**config.mk**
```make
export PLATFORM = sky130hd
export DESIGN_NAME = gpu_command_and_status_port
export DESIGN_NICKNAME = d
export VERILOG_FILES = /design/src/rtl/gcsp_pkg.sv /design/src/rtl/gcsp_in_stage.sv /design/src/rtl/gcsp_core.sv /design/src/rtl/gcsp_out_stage.sv /design/src/rtl/gpu_command_and_status_port.sv
export SDC_FILE = /design/constraint.sdc
export NUM_CORES = 1
export LEC_CHECK = 0
export BUFFER_PORTS_ARGS = -buffer_cell sky130_fd_sc_hd__buf_2
export CORE_MARGIN = 10
export CORE_UTILIZATION = 45
export DETAILED_ROUTE_END_ITERATION = 6
export HOLD_SLACK_MARGIN = 0.05
export PLACE_DENSITY_LB_ADDON = 0.15
export SYNTH_ARGS = -nofsm -noshare
export SYNTH_HDL_FRONTEND = slang
export SYNTH_HIERARCHICAL = 1
export SYNTH_SLANG_ARGS = --single-unit
```
**constraint.sdc**
```tcl
create_clock -name aclk -period 8.05 [get_ports aclk]
set_clock_uncertainty 0.2 [all_clocks]
set_input_delay 1.2075 -clock aclk [delete_from_list [all_inputs] [get_ports aclk]]
set_output_delay 1.2075 -clock aclk [all_outputs]
set_load 0.005 [all_outputs]
```
**src/rtl/gcsp_pkg.sv**
```systemverilog
package gcsp_pkg;

    // Item kinds carried in the input tuser field.
    typedef enum logic [2:0] {
        CMD_DATA_WR   = 3'd0,
        CMD_CTRL_WR   = 3'd1,
        CMD_STATUS_RD = 3'd2,
        CMD_DATA_RD   = 3'd3,
        CMD_VBLANK    = 3'd4
    } cmd_t;

    // Configuration register indexes.
    localparam int unsigned CFG_IDX_W = 3;
    localparam logic [CFG_IDX_W-1:0] CFG_DRAW_LEFT   = 3'd0;
    localparam logic [CFG_IDX_W-1:0] CFG_DRAW_TOP    = 3'd1;
    localparam logic [CFG_IDX_W-1:0] CFG_DRAW_RIGHT  = 3'd2;
    localparam logic [CFG_IDX_W-1:0] CFG_DRAW_BOTTOM = 3'd3;
    localparam logic [CFG_IDX_W-1:0] CFG_OFFSET_X    = 3'd4;
    localparam logic [CFG_IDX_W-1:0] CFG_OFFSET_Y    = 3'd5;

    // Control port opcodes (top byte of the control word).
    localparam logic [7:0] CTL_RESET      = 8'h00;
    localparam logic [7:0] CTL_ABORT_A    = 8'h01;
    localparam logic [7:0] CTL_ABORT_B    = 8'h02;
    localparam logic [7:0] CTL_DISP_EN    = 8'h03;
    localparam logic [7:0] CTL_DMA_DIR    = 8'h04;
    localparam logic [7:0] CTL_DISP_START = 8'h05;
    localparam logic [7:0] CTL_HRANGE     = 8'h06;
    localparam logic [7:0] CTL_VRANGE     = 8'h07;
    localparam logic [7:0] CTL_MODE       = 8'h08;
    localparam logic [7:0] CTL_BUS        = 8'h09;
    localparam logic [7:0] CTL_INFO       = 8'h10;

    // Info query selectors.
    localparam logic [15:0] INFO_AREA_A  = 16'd0;
    localparam logic [15:0] INFO_AREA_B  = 16'd1;
    localparam logic [15:0] INFO_AREA_C  = 16'd3;
    localparam logic [15:0] INFO_AREA_END = 16'd4;
    localparam logic [15:0] INFO_OFFS_A  = 16'd5;
    localparam logic [15:0] INFO_OFFS_B  = 16'd6;
    localparam logic [15:0] INFO_VERSION = 16'd7;
    localparam logic [31:0] INFO_VERSION_VAL = 32'd2;

    // Status word constants.
    localparam logic [31:0] ST_RESET     = 32'h1480_2000;
    localparam logic [31:0] ST_DMA_READY = 32'h0800_0000;
    localparam logic [31:0] ST_IDLE_BITS = 32'h1400_0000;
    localparam logic [31:0] DMA_OFF_WORD = 32'h0400_0000;
    localparam logic [31:0] ST_MODE_MASK = 32'h007F_0000;
    localparam logic [31:0] ST_DMA_DIR   = 32'h6000_0000;
    localparam logic [31:0] ST_FIELD     = 32'h8000_0000;
    localparam logic [31:0] ST_DISP_OFF  = 32'h0080_0000;

    // Drawing area bounds restored by a control reset.
    localparam logic [10:0] DRAW_RIGHT_RST  = 11'd256;
    localparam logic [9:0]  DRAW_BOTTOM_RST = 10'd240;

    // One input beat.
    typedef struct packed {
        cmd_t        cmd;
        logic [31:0] word;
    } item_t;

    // One result beat.
    typedef struct packed {
        logic [31:0] read_value;
        logic [31:0] packet_word;
        logic [3:0]  packet_slot;
        logic        packet_valid;
        logic        packet_done;
        logic [9:0]  display_x;
        logic [9:0]  display_y;
        logic [9:0]  display_width;
        logic [8:0]  display_height;
    } result_t;

    // Number of words that follow a packet header, by its top byte.
    function automatic logic [3:0] word_count(input logic [7:0] op);
        logic [3:0] cnt;
        case (op) inside
            8'h02:                                     cnt = 4'd2;
            [8'h20:8'h23], [8'h48:8'h53], [8'h64:8'h67],
            8'h80:                                     cnt = 4'd3;
            [8'h24:8'h27]:                             cnt = 4'd6;
            [8'h28:8'h2B], [8'h58:8'h5F]:              cnt = 4'd4;
            [8'h2C:8'h2F], [8'h34:8'h37]:              cnt = 4'd8;
            [8'h30:8'h33]:                             cnt = 4'd5;
            [8'h38:8'h3B]:                             cnt = 4'd7;
            [8'h3C:8'h3F]:                             cnt = 4'd11;
            [8'h40:8'h43], [8'h60:8'h63], [8'h6C:8'h6F],
            [8'h74:8'h77], [8'h7C:8'h7F], 8'hA0, 8'hC0: cnt = 4'd2;
            [8'h68:8'h6B], [8'h70:8'h73], [8'h78:8'h7B]: cnt = 4'd1;
            default:                                   cnt = 4'd0;
        endcase
        return cnt;
    endfunction

    // Horizontal resolution from status bits 16..18.
    function automatic logic [9:0] width_lut(input logic [2:0] idx);
        logic [9:0] w;
        case (idx)
            3'd0:    w = 10'd256;
            3'd1:    w = 10'd368;
            3'd2:    w = 10'd320;
            3'd3:    w = 10'd384;
            3'd4:    w = 10'd512;
            3'd5:    w = 10'd512;
            default: w = 10'd640;
        endcase
        return w;
    endfunction

    // Vertical resolution from status bits 19..20.
    function automatic logic [8:0] height_lut(input logic [1:0] idx);
        logic [8:0] h;
        case (idx)
            2'd0:    h = 9'd240;
            2'd2:    h = 9'd256;
            default: h = 9'd480;
        endcase
        return h;
    endfunction

endpackage

```
**src/rtl/gcsp_in_stage.sv**
```systemverilog
module gcsp_in_stage (
    input  logic            aclk,
    input  logic            aresetn,
    input  logic            s_tvalid,
    output logic            s_tready,
    input  gcsp_pkg::item_t s_item,
    input  logic            take,
    output logic            item_valid,
    output gcsp_pkg::item_t item
);

    logic            valid_reg;
    logic            valid_next;
    gcsp_pkg::item_t item_reg;

    // The register may refill in the same cycle its beat moves on.
    assign s_tready   = !valid_reg || take;
    assign valid_next = (s_tvalid && s_tready) ? 1'b1 : (take ? 1'b0 : valid_reg);

    always_ff @(posedge aclk) begin
        if (!aresetn) begin
            valid_reg <= 1'b0;
        end else begin
            valid_reg <= valid_next;
        end
    end

    // Payload capture.
    always_ff @(posedge aclk) begin
        if (s_tvalid && s_tready) begin
            item_reg <= s_item;
        end
    end

    assign item_valid = valid_reg;
    assign item       = item_reg;

endmodule

```
**src/rtl/gcsp_core.sv**
```systemverilog
module gcsp_core (
    input  logic                              aclk,
    input  logic                              aresetn,
    input  logic                              step,
    input  gcsp_pkg::item_t                   item,
    input  logic                              cfg_we,
    input  logic [gcsp_pkg::CFG_IDX_W-1:0]    cfg_index,
    input  logic [31:0]                       cfg_data,
    output gcsp_pkg::result_t                 result
);

    logic [31:0] status_reg,      status_next;
    logic [3:0]  rem_reg,         rem_next;
    logic [3:0]  pos_reg,         pos_next;
    logic [31:0] info_reg,        info_next;
    logic [9:0]  start_x_reg,     start_x_next;
    logic [9:0]  start_y_reg,     start_y_next;
    logic [9:0]  draw_left_reg,   draw_left_next;
    logic [8:0]  draw_top_reg,    draw_top_next;
    logic [10:0] draw_right_reg,  draw_right_next;
    logic [9:0]  draw_bottom_reg, draw_bottom_next;
    logic [10:0] offset_x_reg,    offset_x_next;
    logic [10:0] offset_y_reg,    offset_y_next;

    logic [7:0]  op;
    logic [10:0] right_m1;
    logic [9:0]  bottom_m1;
    logic [31:0] info_val;

    assign op        = item.word[31:24];
    assign right_m1  = draw_right_reg - 11'd1;
    assign bottom_m1 = draw_bottom_reg - 10'd1;

    // Info query result for the current control word.
    always_comb begin
        case (item.word[15:0]) inside
            gcsp_pkg::INFO_AREA_A, gcsp_pkg::INFO_AREA_B, gcsp_pkg::INFO_AREA_C: begin
                info_val = {13'd0, draw_top_reg, draw_left_reg};
            end
            gcsp_pkg::INFO_AREA_END: begin
                info_val = {12'd0, bottom_m1, right_m1[9:0]};
            end
            gcsp_pkg::INFO_OFFS_A, gcsp_pkg::INFO_OFFS_B: begin
                info_val = {10'd0, offset_y_reg, offset_x_reg};
            end
            gcsp_pkg::INFO_VERSION: info_val = gcsp_pkg::INFO_VERSION_VAL;
            default:                info_val = 32'd0;
        endcase
    end

    // Next state and result for one item, plus configuration writes.
    always_comb begin
        status_next      = status_reg;
        rem_next         = rem_reg;
        pos_next         = pos_reg;
        info_next        = info_reg;
        start_x_next     = start_x_reg;
        start_y_next     = start_y_reg;
        draw_left_next   = draw_left_reg;
        draw_top_next    = draw_top_reg;
        draw_right_next  = draw_right_reg;
        draw_bottom_next = draw_bottom_reg;
        offset_x_next    = offset_x_reg;
        offset_y_next    = offset_y_reg;
        result           = '0;

        if (cfg_we) begin
            unique case (cfg_index)
                gcsp_pkg::CFG_DRAW_LEFT:   draw_left_next   = cfg_data[9:0];
                gcsp_pkg::CFG_DRAW_TOP:    draw_top_next    = cfg_data[8:0];
                gcsp_pkg::CFG_DRAW_RIGHT:  draw_right_next  = cfg_data[10:0];
                gcsp_pkg::CFG_DRAW_BOTTOM: draw_bottom_next = cfg_data[9:0];
                gcsp_pkg::CFG_OFFSET_X:    offset_x_next    = cfg_data[10:0];
                gcsp_pkg::CFG_OFFSET_Y:    offset_y_next    = cfg_data[10:0];
                default: ;
            endcase
        end

        if (step) begin
            unique case (item.cmd)
                gcsp_pkg::CMD_DATA_WR: begin
                    status_next = status_reg | gcsp_pkg::ST_IDLE_BITS;
                    if (rem_reg != 4'd0) begin
                        rem_next           = rem_reg - 4'd1;
                        result.packet_slot = pos_reg;
                        pos_next           = pos_reg + 4'd1;
                    end else begin
                        rem_next = gcsp_pkg::word_count(op);
                        pos_next = 4'd1;
                    end
                    result.packet_word  = item.word;
                    result.packet_valid = 1'b1;
                    result.packet_done  = (rem_next == 4'd0);
                end
                gcsp_pkg::CMD_CTRL_WR: begin
                    unique case (op) inside
                        gcsp_pkg::CTL_RESET: begin
                            status_next      = gcsp_pkg::ST_RESET;
                            draw_right_next  = gcsp_pkg::DRAW_RIGHT_RST;
                            draw_bottom_next = gcsp_pkg::DRAW_BOTTOM_RST;
                        end
                        gcsp_pkg::CTL_ABORT_A, gcsp_pkg::CTL_ABORT_B: begin
                            status_next = status_reg & ~gcsp_pkg::ST_DMA_READY;
                            rem_next    = 4'd0;
                        end
                        gcsp_pkg::CTL_DISP_EN: begin
                            status_next = (status_reg & ~gcsp_pkg::ST_DISP_OFF)
                                        | {8'd0, item.word[0], 23'd0};
                        end
                        gcsp_pkg::CTL_DMA_DIR: begin
                            if (item.word == gcsp_pkg::DMA_OFF_WORD) begin
                                rem_next = 4'd0;
                            end
                            status_next = (status_reg & ~gcsp_pkg::ST_DMA_DIR)
                                        | {1'b0, item.word[1:0], 29'd0};
                        end
                        gcsp_pkg::CTL_DISP_START: begin
                            start_x_next = item.word[9:0];
                            start_y_next = item.word[19:10];
                        end
                        gcsp_pkg::CTL_MODE: begin
                            status_next = (status_reg & ~gcsp_pkg::ST_MODE_MASK)
                                        | {9'd0, item.word[5:0], item.word[6], 16'd0};
                        end
                        gcsp_pkg::CTL_INFO: info_next = info_val;
                        // Range, bus and unlisted opcodes do not reach any output.
                        default: ;
                    endcase
                end
                gcsp_pkg::CMD_STATUS_RD: result.read_value = status_reg;
                gcsp_pkg::CMD_DATA_RD: begin
                    status_next       = status_reg | gcsp_pkg::ST_IDLE_BITS;
                    result.read_value = info_reg;
                end
                gcsp_pkg::CMD_VBLANK: status_next = status_reg ^ gcsp_pkg::ST_FIELD;
                default: ;
            endcase
        end

        // Display geometry as it stands after this item.
        result.display_x      = start_x_next;
        result.display_y      = start_y_next;
        result.display_width  = gcsp_pkg::width_lut(status_next[18:16]);
        result.display_height = gcsp_pkg::height_lut(status_next[20:19]);
    end

    always_ff @(posedge aclk) begin
        if (!aresetn) begin
            status_reg      <= gcsp_pkg::ST_RESET;
            rem_reg         <= 4'd0;
            pos_reg         <= 4'd0;
            info_reg        <= 32'd0;
            start_x_reg     <= 10'd0;
            start_y_reg     <= 10'd0;
            draw_left_reg   <= 10'd0;
            draw_top_reg    <= 9'd0;
            draw_right_reg  <= gcsp_pkg::DRAW_RIGHT_RST;
            draw_bottom_reg <= gcsp_pkg::DRAW_BOTTOM_RST;
            offset_x_reg    <= 11'd0;
            offset_y_reg    <= 11'd0;
        end else begin
            status_reg      <= status_next;
            rem_reg         <= rem_next;
            pos_reg         <= pos_next;
            info_reg        <= info_next;
            start_x_reg     <= start_x_next;
            start_y_reg     <= start_y_next;
            draw_left_reg   <= draw_left_next;
            draw_top_reg    <= draw_top_next;
            draw_right_reg  <= draw_right_next;
            draw_bottom_reg <= draw_bottom_next;
            offset_x_reg    <= offset_x_next;
            offset_y_reg    <= offset_y_next;
        end
    end

`ifndef NO_ASSERTIONS
    // A header always leaves the framer pointing at slot one.
    a_header_pos: assert property (@(posedge aclk) disable iff (!aresetn)
        step && item.cmd == gcsp_pkg::CMD_DATA_WR && rem_reg == 4'd0 |=> pos_reg == 4'd1)
        else $error("packet position not reset by header");

    // A status read has no side effect on the status word.
    a_status_rd: assert property (@(posedge aclk) disable iff (!aresetn)
        step && item.cmd == gcsp_pkg::CMD_STATUS_RD && !cfg_we |=> $stable(status_reg))
        else $error("status read changed status");

    // No packet can be open without a header having been seen.
    a_pos_rem: assert property (@(posedge aclk) disable iff (!aresetn)
        pos_reg == 4'd0 |-> rem_reg == 4'd0)
        else $error("packet words pending with no header");
`endif

endmodule

```
**src/rtl/gcsp_out_stage.sv**
```systemverilog
module gcsp_out_stage (
    input  logic              aclk,
    input  logic              aresetn,
    input  gcsp_pkg::result_t result,
    output logic              take,
    input  logic              item_valid,
    output logic              m_tvalid,
    input  logic              m_tready,
    output gcsp_pkg::result_t m_result
);

    logic              valid_reg;
    logic              valid_next;
    gcsp_pkg::result_t result_reg;

    // A new result loads whenever the register is empty or being drained.
    assign take       = item_valid && (!valid_reg || m_tready);
    assign valid_next = take ? 1'b1 : ((valid_reg && m_tready) ? 1'b0 : valid_reg);

    always_ff @(posedge aclk) begin
        if (!aresetn) begin
            valid_reg <= 1'b0;
        end else begin
            valid_reg <= valid_next;
        end
    end

    // Result payload.
    always_ff @(posedge aclk) begin
        if (take) begin
            result_reg <= result;
        end
    end

    assign m_tvalid = valid_reg;
    assign m_result = result_reg;

`ifndef NO_ASSERTIONS
    // Only packet beats can close a packet.
    a_done_valid: assert property (@(posedge aclk) disable iff (!aresetn)
        valid_reg && result_reg.packet_done |-> result_reg.packet_valid)
        else $error("packet done without packet word");
`endif

endmodule

```
**src/rtl/gpu_command_and_status_port.sv**
```systemverilog
// Path: an accepted input beat passes the input register, then the result register, before
// its result beat is offered on m_tvalid.
// Throughput: one item per cycle while m_tready is high; single-pass decode and table
// lookup between the registers. Configuration writes never stall; cfg_ready is always high.
// Reset: synchronous active-low aresetn empties both registers and restores all
// display state and drawing bounds to their power-on values.
module gpu_command_and_status_port (
    input  logic                           aclk,
    input  logic                           aresetn,
    input  logic                           s_tvalid,
    output logic                           s_tready,
    input  logic [31:0]                    s_tdata,   // word
    input  logic [2:0]                     s_tuser,   // command
    output logic                           m_tvalid,
    input  logic                           m_tready,
    // read_value, packet_word, packet_slot, display_x, display_y,
    // display_width, display_height, zero fill
    output logic [111:0]                   m_tdata,
    output logic [0:0]                     m_tuser,   // packet_valid
    output logic                           m_tlast,   // packet_done
    input  logic                           cfg_valid,
    output logic                           cfg_ready,
    input  logic [gcsp_pkg::CFG_IDX_W-1:0] cfg_index,
    input  logic [31:0]                    cfg_data
);

    gcsp_pkg::item_t   s_item;
    gcsp_pkg::item_t   item;
    gcsp_pkg::result_t result;
    gcsp_pkg::result_t m_result;
    logic              item_valid;
    logic              take;

    assign s_item.cmd  = gcsp_pkg::cmd_t'(s_tuser);
    assign s_item.word = s_tdata;
    assign cfg_ready   = 1'b1;

    gcsp_in_stage u_in (
        .aclk       (aclk),
        .aresetn    (aresetn),
        .s_tvalid   (s_tvalid),
        .s_tready   (s_tready),
        .s_item     (s_item),
        .take       (take),
        .item_valid (item_valid),
        .item       (item)
    );

    gcsp_core u_core (
        .aclk      (aclk),
        .aresetn   (aresetn),
        .step      (take),
        .item      (item),
        .cfg_we    (cfg_valid && cfg_ready),
        .cfg_index (cfg_index),
        .cfg_data  (cfg_data),
        .result    (result)
    );

    gcsp_out_stage u_out (
        .aclk       (aclk),
        .aresetn    (aresetn),
        .result     (result),
        .take       (take),
        .item_valid (item_valid),
        .m_tvalid   (m_tvalid),
        .m_tready   (m_tready),
        .m_result   (m_result)
    );

    // Pack the result beat, first field in the lowest bits.
    assign m_tdata = {5'd0, m_result.display_height, m_result.display_width,
                      m_result.display_y, m_result.display_x, m_result.packet_slot,
                      m_result.packet_word, m_result.read_value};
    assign m_tuser = m_result.packet_valid;
    assign m_tlast = m_result.packet_done;

endmodule
```
Word level (Yosys, flattened, before mapping). Cells that the tools add are included.

Bits in registers: 300. Input port bits: 75. Output and inout bits: 117.

Add/sub/neg operators: 4. Order comparisons: 38. Eq/ne operators: 36. Mux-type cells: 48. Bitwise operators: 7. Reductions and logical operators: 63.

Operator list (count): $pmux 32 s5 (1); $mux 10 (11); $pmux 32 s3 (1); $ge 8x7->1 const B (11); $le 8x7->1 const B (11); $mux 22 (3); $eq 16x3->1 const B (4); $ge 8x6->1 const B (8); $le 8x6->1 const B (8); $pmux 32 s2 (1); $mux 4 (14); $mux 11 (5); $pmux 10 s5 (1); $eq 32x27->1 const B (1); $or 32x23->32 (1); $or 32x24->32 (1); $or 32x31->32 (1); $eq 8x8->1 const B (3); $logic_and 1x1->1 (22); $mux 21 (1); $sub 10x1->10 const B (2); $eq 3x2->1 const B (6); $pmux 9 s2 (1); $eq 16x1->1 const B (1); 38 further kinds (77).

Logic depth before layout (Yosys ltp). Gate-level depths: netlist of the first run.

Word-level depth: 18. Depth in mapped cells: 10. Gate-level depth less buffers: 8.

Modules after synthesis. Netlist of the first run, hierarchy kept.

Modules (own cells, without submodules): gcsp_core (times used 1, cells an instance 892, area each 7284.5 µm², sequential area each 2862.7 µm²); gcsp_out_stage (times used 1, cells an instance 113, area each 3320.7 µm², sequential area each 3293.2 µm²); gcsp_in_stage (times used 1, cells an instance 40, area each 1108.6 µm², sequential area each 1071.0 µm²); gpu_command_and_status_port (times used 1, cells an instance 8, area each 52.6 µm², sequential area each 0.0 µm²).

Worst setup path before layout of the first run. Ideal clock, no wire load.

Path type: input to register. Start point: input m_tready. End point: register u_out.result_reg (netlist bit u_out/m_result[14]), data pin. Library setup time: 0.251 ns. Data arrival time: 8.007 ns. Path slack: -0.408 ns. Stages: 10. Buffers on the path: 2. Cell sequence: nor2b_4 -> nor2b_1 -> and4bb_4 -> and3_4 -> and3_1 -> buf_2 -> a22o_1 -> inv_1 -> and3_1 -> buf_4.

RTL lines: start, declared (line gpu_command_and_status_port.sv:15) `input logic m_tready,`; end signal, assigned (line gcsp_out_stage.sv:31) `result_reg <= result;`; end, declared (line gcsp_out_stage.sv:14) `gcsp_pkg::result_t result_reg;`.

Worst setup path in the final report of the first run.
Start point: input m_tready. End point: output s_tready.

Word-level cells in the longest chain between the ends: 3.

RTL lines: $logic_or 1x1->1 (line gcsp_out_stage.sv:17) `assign take = item_valid && (!valid_reg || m_tready);`; $logic_and 1x1->1 (line gcsp_out_stage.sv:17); named net take (line gpu_command_and_status_port.sv:32) `logic take;`; $logic_or 1x1->1 (line gcsp_in_stage.sv:17) `assign s_tready = !valid_reg || take;`; end, declared (line gpu_command_and_status_port.sv:11) `output logic s_tready,`.

The timed path passes the listed nets, and every way through them passes these cells.

==> results of run 1 <==
## final cells by class
| cell class | count | area, sq um |
|---|---|---|
| flip-flops and latches | 289 | 7230 |
| repair buffers | 170 | 866 |
| fillers | 2332 | 12300 |
| clock inverters | 7 | 31.3 |
| well taps | 335 | 419 |
| multi-input cells | 680 | 4140 |
| diodes | 1 | 2.50 |
| clock buffers | 49 | 883 |
| inverters | 20 | 75.1 |
## per-layer routing
metal | GRT usage [%] | share of wire (%) | routed length [um] | vias to the layer above
met5 | 0 | 0 | 0 | -
met2 | 24.9 | 44 | 12500 | 246
met4 | 4.20 | 2.3 | 641 | 0
li1 | - | - | - | 3989
met1 | 23.2 | 47 | 13200 | 3836
met3 | 3.42 | 6.8 | 1930 | 34
## cell families after synthesis
family / share of synthesized area [%]
and+or+nand+nor: 18.0
DFF: 61.4
AOI/OAI and AO/OA: 12.6
buffers and inverters: 3.87
muxes: 2.17
xor gates and xnor gates: 1.41
adders and majority gates: 0.425
other: 0.0957
## worst max-delay path: cells and delay by family
kind / cells / cell delay, ns
buffers and inverters: 3 / 0.91
and+or+nand+nor: 3 / 0.45
## layout by cell type (no fill, tap or decap), types with 14 or more instances in the layout
master / n
nor2_1: 65
o21ai_0: 28
and2_1: 75
buf_2: 164
clkbuf_16: 31
a21boi_0: 44
inv_1: 20
dfxtp_1: 145
a21oi_1: 42
conb_1: 14
a22oi_1: 36
mux2_2: 20
nand2_1: 152
edfxtp_1: 144
and3_1: 20
clkbuf_1: 14
## power breakdown
group,switching [mW],total [mW],internal [mW]
clock network,0.530,1.27,0.743
registers,0.0334,1.63,1.60
logic,0.107,0.166,0.0596
total,0.670,3.07,2.40
## how the worst min path moves through the flow
| stage | to |
|---|---|
| floorplan | u_core/status_reg[27]$_SDFFE_PN0P_ |
| global placement | u_core/status_reg[26]$_SDFFE_PN1P_ |
| detailed placement | u_core/status_reg[27]$_SDFFE_PN0P_ |
| CTS | u_core/status_reg[27]$_SDFFE_PN0P_ |
| global route | u_core/status_reg[27]$_SDFFE_PN0P_ |
| finish | u_core/status_reg[27]$_SDFFE_PN0P_ |
==> results by group, run 1 <==
Critical path
  – Reg2Reg Setup Slack: 4.89 ns
  – Setup CP Type: input port to output port
  – Worst R2R End: u_core/info_reg[19]$_SDFFE_PN0P_
  – Worst path required time: 6.64 ns
  – Crit end category: output port
  – CP cell instances: buf_2, nor2b_4, nor2b_4, buf_4, nand2b_4, buf_2
  – CP Launch Type: input port
  – Slowest stage delay, CP: 0.70 ns
  – Worst Setup SP: m_tready
  – Crit path to: s_tready
  – R2R Path Start: u_in/item_valid$_SDFFE_PN0P_
  – Max FO, Critical Path: just under 70
  – CP arrival: 2.61 ns
  – FF-to-FF path depth: 8
  – Slowest CP cell: buf_4

Synth
  – Top cells by area in the synthesized netlist: edfxtp_1 37%, dfxtp_1 25%, nand2_1 4.8%
  – Top_reg_cell synth: dfxtp_1
  – Post-synthesis sequential area ratio: 61.4%
  – Synth Area per Inst: about 11 sq um
  – Post-Synthesis Cells: 1,053
  – Synth async-reset ratio: 0%
  – Post-synthesis cell type count: between 80 and 90
  – Post-synth EDFFs: 144
  – Most instantiated cells after synthesis: 152 x nand2_1, 145 x dfxtp_1, 144 x edfxtp_1
  – Synthesized area: between 10,000 and 15,000 sq um
  – Synth Register Bits: between 200 and 300
  – Synth warn: 6
  – Leading area contributor after synthesis: edfxtp_1
  – Post-synth top area share: 36.8%
  – Most common cell in the netlist: nand2_1

Placement
  – Place WS: 3.97 ns
  – DP HPWL: roughly 19,000 um
  – Placed Area: 12,700 sq um
  – Placed Cells: about 1,500
  – Routability cong.: 0.799
  – # port buffers: 164

CTS
  – CTS tree: yes
  – Hold-fix buffers, CTS: 0
  – Post-cts resize count: 0
  – Num CTS Buffers: 30
  – Insertion delay to the later sink of the worst-skew pair: 0.54 ns
  – CTS H-Tree Depth: 1
  – Buffers from clock root to sink, at most: 3
  – Sink Count: between 200 and 300
  – Post-CTS Setup Bufs: 0
  – Root Driver: clkbuf_16
  – Worst-path clk slew: 0.06 ns

Timing
  – RSZ-0062 raised after global routing: no
  – Worst setup margin: 4.04 ns
  – Setup violators final: 0
  – Fmax: 249 MHz
  – Worst-margin pin slew: 1.10 ns
  – Final period util: between 40 and 50%
  – Fin. max-slew vios: 0
  – Worst relative slew slack: between 20% and 30%
  – Post-layout minimum cycle time: 4.01 ns
  – Final hold vios: 0
  – Hold slack: 0.228 ns
  – Fin Setup TNS: 0 ns

Min path
  – Worst hold path type: flip-flop to flip-flop
  – WHS Path Cells: 2
  – Hold_sp: u_core/status_reg[27]$_SDFFE_PN0P_

GRT
  – Initial antenna violation count: 1
  – GRT Residual Overflow: 0
  – Number of global-route vias before repair: 7,827
  – GRT Overall Usage: between 15 and 20%
  – First-pass GRT wire length: between 40,000 and 50,000 um
  – Largest net degree at the start of global routing: 110

Floorplan
  – IO Pins: 192
  – # rows: a little under 60
  – Die X: 182 um
  – Core outline area: 25,900 sq um
  – Die area: 33,000 sq um
  – Starting Density: between 40% and 50%
  – Die Height: 182 um

Detailed routing
  – First-pass detailed-route iteration total: 7
  – Remaining DRCs: 0
  – ANT nets after route: 0
  – Drt via density: ~5.2
  – Iteration-0 DRC Markers: 462
  – Final WL: 28,400 um
  – Total number of vias: between 8,000 and 9,000
  – DR WL/cell: 18.3 um

Pwr
  – Peak supply drop: 163 uV
  – P_leak: between 5 and 6 nW
  – Pwr/cell area: roughly 220 nW/um^2
  – Tot Pwr: 3.07 mW

Final layout
  – Util after Layout: 52.7%
  – Area delta synth->final: 16.0%
  – Max reg flops: 109
  – Layout cell share with drive strength beyond 1: 21.3%
  – Layout Cells excl Fill: 1,551
  – Final instance area: 13,600 sq um
  – Layout net count: 1,270

Status
  – Status: finished, final reports clean

Job
  – Max_cap viols: 0
(Power assumes the default switching activity.)
==> run 2, diff against run 1 <==
clock period = 4.2 ns   (was 8.05 ns; I/O delays follow)
==> results by group, run 2 (synthesis gave the netlist of run 1 again) <==
CTS
  – Root Driver: clkbuf_16 (unchanged)
  – Post-CTS Setup Bufs: 0 (unchanged)
  – Sink Count: 289 (unchanged)
  – Num CTS Buffers: 30 (unchanged)
  – Buffers from clock root to sink, at most: 3 (unchanged)
  – Hold-fix buffers, CTS: 32 (was 0)
  – CTS H-Tree Depth: 1 (unchanged)
  – Worst-path clk slew: 0.06 ns (about the same)
  – CTS tree: yes (unchanged)
  – Insertion delay to the later sink of the worst-skew pair: 0.55 ns (was 0.54 ns)
  – Post-cts resize count: 0 (unchanged)

Pwr
  – Internal power: 4.63 mW (was 2.40 mW)
  – P_leak: 5.31 nW (was 5.14 nW)
  – Tot Pwr: 5.96 mW (was 3.07 mW)
  – Clock Power Share: 41.8% (was 41.5%)
  – Sequential power share: 52.4% (was 53.1%)
  – Sw Share: 22.3% (was 21.8%)
  – Net Switching: 1.33 mW (was 0.670 mW)
  – Pwr/cell area: 425 nW/um^2 (was 225 nW/um^2)
  – Gate power share: 5.8% (was 5.4%)
  – Peak supply drop: 295 uV (was 163 uV)

Floorplan
  – IO Pins: 192 (unchanged)
  – Die area: 33,000 sq um (unchanged)
  – # rows: 59 (unchanged)
  – Die X: 182 um (unchanged)
  – Core outline area: 25,900 sq um (unchanged)
  – Starting Density: 45.4% (unchanged)
  – Die Height: 182 um (unchanged)

Placement
  – # port buffers: 164 (unchanged)
  – DP HPWL: 19,500 um (was 19,000 um)
  – Routability cong.: 0.824 (was 0.799)
  – Placed Area: 12,800 sq um (was 12,700 sq um)

Final layout
  – Layout net count: 1,306 (was 1,270)
  – Area delta synth->final: 19.2% (was 16.0%)
  – Most frequent cells in the layout: 164 x buf_2, 152 x nand2_1, 145 x dfxtp_1, 144 x edfxtp_1, 75 x and2_1 (unchanged)
  – Max reg flops: 109 (unchanged)
  – Most common cell after layout, fill and taps aside: buf_2 (unchanged)
  – Final instance area: 14,000 sq um (was 13,600 sq um)
  – Layout cell share with drive strength beyond 1: 21.4% (was 21.3%)

Status
  – Status: finished, final reports clean (unchanged)

Critical path
  – Crit end category: output port (unchanged)
  – Max FO, Critical Path: 53 (was 68)
  – Worst path required time: 3.37 ns (was 6.64 ns)
  – Setup CP Type: flip-flop to output port (was input port to output port)
  – Slowest CP cell: buf_4 (unchanged)
  – CP arrival: 2.05 ns (was 2.61 ns)
  – Slowest stage delay, CP: 0.52 ns (was 0.70 ns)
  – CP cell instances: nor2b_4, buf_4, nand2b_4, buf_2 (was buf_2, nor2b_4, nor2b_4, buf_4, nand2b_4, buf_2)
  – CP Launch Type: flip-flop (was input port)

Timing
  – Worst relative slew slack: 34.4% (was 26.3%)
  – Fmax: 347 MHz
  – Fin. max-slew vios: 0 (unchanged)
  – Worst-margin pin slew: 0.983 ns (was 1.10 ns)
  – Setup violators final: 0 (unchanged)
  – Final period util: roughly 69%
  – Post-layout minimum cycle time: 2.88 ns
  – RSZ-0062 raised after global routing: no (unchanged)
  – Final hold vios: 0 (unchanged)

Detailed routing
  – First-pass detailed-route iteration total: 5 (was 7)
  – Iteration-0 DRC Markers: 397 (was 462)
  – Total number of vias: 8,217 (was 8,105)
  – Remaining DRCs: 0 (unchanged)
  – DR WL/cell: 18.1 um (was 18.3 um)
  – Final WL: 28,700 um (was 28,400 um)
  – Drt via density: 5.18 (was 5.23)
  – ANT nets after route: 0 (unchanged)

Min path
  – Worst hold path type: input port to flip-flop (was flip-flop to flip-flop)

GRT
  – First-pass GRT wire length: 45,200 um (was 44,300 um)
  – Initial antenna violation count: 1 (unchanged)
  – GRT Overall Usage: 16.6% (was 16.4%)
  – Number of global-route vias before repair: 8,059 (was 7,827)
  – Largest net degree at the start of global routing: 70 (was 110)
  – GRT Residual Overflow: 0 (unchanged)

Job
  – Max_cap viols: 0 (unchanged)
[run 2: changes by cell type in the layout (fill, tap and decap cells not counted), sizes merged]
| cell | before | now |
|---|---|---|
| clkinvlp | 0 | 2 |
| clkinv | 7 | 10 |
| buf | 170 | 173 |
| dlygate4sd3 | 0 | 33 |
| clkbuf | 49 | 43 |
[run 2: layer usage]
metal,up-vias,routed length (um),track usage (%)
li1,4062,-,-
met1,3907,13700,23.3
met2,219,12800,25.7
met3,29,1850,3.60
met4,0,384,3.55
met5,-,0,0
[run 2: worst max-delay path: cells and delay by family (launching register included)]
family        cells  cell delay [ns]
flops             1             0.40
buf+inv           2             0.63
simple gates      2             0.47
[run 2: power by group through the flow]
stage	Combinational (mW)	Clock, mW	Sequential (mW)
after floorplan	0.187	0	3.16
after global placement	0.321	0	3.18
after detailed placement	0.323	0	3.18
after CTS	0.348	2.56	3.12
after global routing	0.379	2.68	3.13
final	0.343	2.49	3.12
[run 2: worst paths after layout]
check	from	endpoint	slack [ns]	cells after the start
setup / recovery	u_in/item_valid$_SDFFE_PN0P_	s_tready	1.32	4
hold / removal	s_tuser[0]	u_in/item[32]$_DFFE_PP_	0.08	1
setup reg to reg	u_in/item[8]$_DFFE_PP_	u_core/info_reg[16]$_SDFFE_PN0P_	1.32	5
hold reg to reg	u_core/status_reg[26]$_SDFFE_PN1P_	u_core/status_reg[26]$_SDFFE_PN1P_	0.24	1
[run 2: layout make-up]
cell class              instances  area [sq um]
fillers                      2341         11900
flip-flops and latches        289          7230
multi-input cells             680          4140
repair buffers                206          1220
clock buffers                  43           873
well taps                     335           419
inverters                      20          75.1
clock inverters                12          70.1
diodes                          1          2.50
[run 2: through the flow]
| step | util, % | hold slack, ns | TNS [ns] | instances | setup WS (ns) |
|---|---|---|---|---|---|
| floorplan | - | 0.208 | -0.0599 | 1064 | -0.0599 |
| finish | 54.1 | 0.0780 | 0 | 1586 | 1.32 |
| detailed placement | 49.2 | 0.227 | 0 | 1497 | 1.12 |
| global route | 54.1 | 0.0522 | 0 | 1585 | 1.15 |
| global placement | 49.2 | 0.222 | 0 | 1497 | 1.15 |
| CTS | 54.1 | 0.0516 | 0 | 1584 | 1.26 |
==> run 3, diff against run 2 <==
clock period = 2.5 ns   (was 4.2 ns; I/O delays follow)
==> results by group, run 3 (synthesis gave the netlist of run 1 again) <==
Status
  – Status: finished, final reports clean (unchanged)

CTS
  – CTS tree: yes (unchanged)
  – CTS H-Tree Depth: 1 (unchanged)
  – Root Driver: clkbuf_16 (unchanged)
  – Num CTS Buffers: 30 (unchanged)
  – Insertion delay to the later sink of the worst-skew pair: 0.55 ns (about the same)
  – Sink Count: 289 (unchanged)
  – Buffers from clock root to sink, at most: 3 (unchanged)
  – Worst-path clk slew: 0.06 ns (about the same)

Timing
  – Worst-margin pin slew: 0.607 ns (was 0.983 ns)
  – Fmax: 421 MHz
  – Fin. max-slew vios: 0 (unchanged)
  – Hold slack: 0.162 ns (was 0.0780 ns)
  – Setup violators final: 0 (unchanged)
  – Final period util: 95.0%
  – Post-layout minimum cycle time: ~2.4 ns
  – Final hold vios: 0 (unchanged)
  – Worst relative slew slack: 59.6% (was 34.4%)

GRT
  – Initial antenna violation count: 0 (was 1)
  – Largest net degree at the start of global routing: 80 (was 70)
  – Gr busiest metal: met2 (unchanged)
  – Number of global-route vias before repair: 8,501 (was 8,059)
  – Met1 Usage GRT: 25.7% (was 23.3%)
  – GRT Residual Overflow: 0 (unchanged)
  – First-pass GRT wire length: 47,500 um (was 45,200 um)
  – Grt met3 use: 3.94% (was 3.60%)
  – Met2 Use GR: 26.0% (was 25.7%)
  – GRT Overall Usage: 17.5% (was 16.6%)

Floorplan
  – Die Height: 182 um (unchanged)
  – Starting Density: 45.4% (unchanged)
  – Core outline area: 25,900 sq um (unchanged)
  – IO Pins: 192 (unchanged)
  – Die area: 33,000 sq um (unchanged)
  – # rows: 59 (unchanged)
  – Die X: 182 um (unchanged)

Pwr
  – Sw Share: 22.1% (was 22.3%)
  – Sequential power share: 49.9% (was 52.4%)
  – Gate power share: 6.6% (was 5.8%)
  – Internal power: 8.16 mW (was 4.63 mW)
  – Tot Pwr: 10.5 mW (was 5.96 mW)
  – Net Switching: 2.31 mW (was 1.33 mW)
  – Clock Power Share: 43.6% (was 41.8%)
  – Peak supply drop: 462 uV (was 295 uV)
  – Pwr/cell area: 702 nW/um^2 (was 425 nW/um^2)
  – P_leak: 5.73 nW (was 5.31 nW)

Placement
  – Placed Cells: 1,544 (was 1,497)
  – Placed Area: 13,300 sq um (was 12,800 sq um)
  – Routability cong.: 0.820 (was 0.824)
  – DP HPWL: 20,700 um (was 19,500 um)
  – # port buffers: 164 (unchanged)

Detailed routing
  – First-pass detailed-route iteration total: 5 (unchanged)
  – Final WL: 30,100 um (was 28,700 um)
  – Remaining DRCs: 0 (unchanged)
  – Iteration-0 DRC Markers: 618 (was 397)
  – ANT nets after route: 0 (unchanged)
  – DR WL/cell: 18.2 um (was 18.1 um)
  – Total number of vias: 8,489 (was 8,217)
  – Drt via density: 5.14 (was 5.18)

Critical path
  – Slowest CP cell: edfxtp_1 (was buf_4)
  – CP arrival: 2.66 ns (was 2.05 ns)
  – Setup CP Type: flip-flop to flip-flop (was flip-flop to output port)
  – CP Buf/Inv Count: 3 (was 2)
  – Max FO, Critical Path: 9 (was 53)
  – Slowest stage delay, CP: 0.40 ns (was 0.52 ns)
  – Reg2Reg Setup Slack: 0.13 ns (was 1.32 ns)
  – R2R Path Start: u_in/item[6]$_DFFE_PP_ (was u_in/item[8]$_DFFE_PP_)
  – CP cell instances: nor4_2, buf_4, nand4_2, buf_4, nor3_4, buf_4, a2bb2oi_1, o21ai_0, and2_1 (was nor2b_4, buf_4, nand2b_4, buf_2)
  – FF-to-FF path depth: 9 (was 5)
  – CP dominant cell by count: buf_4
  – Crit path max-delay family: simple AND/OR/NAND/NOR gates (was buffers and inverters)
  – Worst path required time: 2.79 ns (was 3.37 ns)
  – Crit end category: flip-flop (was output port)
  – CP Launch Type: flip-flop (unchanged)
  – Worst R2R End: u_core/info_reg[10]$_SDFFE_PN0P_ (was u_core/info_reg[16]$_SDFFE_PN0P_)

Final layout
  – Layout net count: 1,372 (was 1,306)
  – Most frequent cells in the layout: 164 x buf_2, 151 x nand2_1, 144 x edfxtp_1, 143 x dfxtp_1, 75 x and2_1 (was 164 x buf_2, 152 x nand2_1, 145 x dfxtp_1, 144 x edfxtp_1, 75 x and2_1)
  – Layout Cells excl Fill: 1,652 (was 1,586)
  – Area delta synth->final: 26.6% (was 19.2%)
  – Final instance area: 14,900 sq um (was 14,000 sq um)
  – Ant. Diodes: 0 (was 1)
  – # fillers: 2,224 (was 2,341)
  – Layout cell share with drive strength beyond 1: 25.6% (was 21.4%)
  – Max reg flops: 109 (unchanged)
  – Most common cell after layout, fill and taps aside: buf_2 (unchanged)

Min path
  – Worst hold path type: input port to flip-flop (unchanged)
  – Hold_sp: cfg_index[0] (was s_tuser[0])
  – WHS Path Cells: 5 (was 1)
  – Worst Hold End: u_core/offset_x_reg[4]$_SDFFE_PN0P_ (was u_in/item[32]$_DFFE_PP_)

Job
  – Max_cap viols: 0 (unchanged)
run 3: through the flow:
step,setup TNS (ns),setup WS (ns),util (%)
2_1_floorplan,-262.96,-1.55,-
3_3_place_gp,0,0.0837,51.5
3_5_place_dp,0,0.0591,51.5
4_1_cts,0,0.0178,57.4
5_1_grt,-0.0704,-0.0275,57.5
6_report,0,0.125,57.5
run 3: area by class of cell:
cell class / count / area (sq um) / area share, %
Clock inverter: 20 / 205 / 1.38
Sequential cell: 289 / 7230 / 48.5
Tap cell: 335 / 419 / 2.81
Timing Repair Buffer: 272 / 1850 / 12.4
Inverter: 20 / 77.6 / 0.521
Clock buffer: 36 / 815 / 5.47
Multi-Input combinational cell: 680 / 4300 / 28.9
run 3: metal layers:
metal / part of all wire [%] / up-vias
met4: 1.0 / 0
met2: 42 / 244
met5: 0 / -
met1: 50 / 4031
li1: - / 4185
met3: 7.1 / 29
run 3: power by group through the flow:
stage	clock network (mW)	logic [mW]	registers [mW]
finish	4.56	0.689	5.22
global route	4.84	0.758	5.24
CTS	4.66	0.694	5.22
detailed placement	0	0.630	5.32
global placement	0	0.625	5.32
floorplan	0	0.323	5.31
run 3: worst max path at each step:
stage                                     start                                to  depth (start not counted)  slack, ns
floorplan           u_out/m_tvalid$_SDFFE_PN0P_      u_out/m_result[14]$_DFFE_PP_                         10      -1.55
global placement                       m_tready      u_out/m_result[14]$_DFFE_PP_                          9       0.08
detailed placement                     m_tready      u_out/m_result[13]$_DFFE_PP_                          9       0.06
CTS                 u_out/m_tvalid$_SDFFE_PN0P_                          s_tready                          5       0.02
global route             u_in/item[6]$_DFFE_PP_  u_core/info_reg[10]$_SDFFE_PN0P_                          9      -0.03
finish                   u_in/item[6]$_DFFE_PP_  u_core/info_reg[10]$_SDFFE_PN0P_                          9       0.13
run 3: timing repair:
item | 4_1_cts | 5_1_grt
endpoints found under the setup margin | 0 | 9
resized for setup | 0 | 5
setup buffers | 0 | 1
hold endpoints to repair | 101 | 0
hold buffers | 51 | 0
run 3: worst register-to-register path, cell delays in order (launching register included):
cell and delay (ns):
edfxtp_1 0.40, nor4_2 0.38, buf_4 0.18, nand4_2 0.16
buf_4 0.20, nor3_4 0.17, buf_4 0.21, a2bb2oi_1 0.14
o21ai_0 0.15, and2_1 0.13
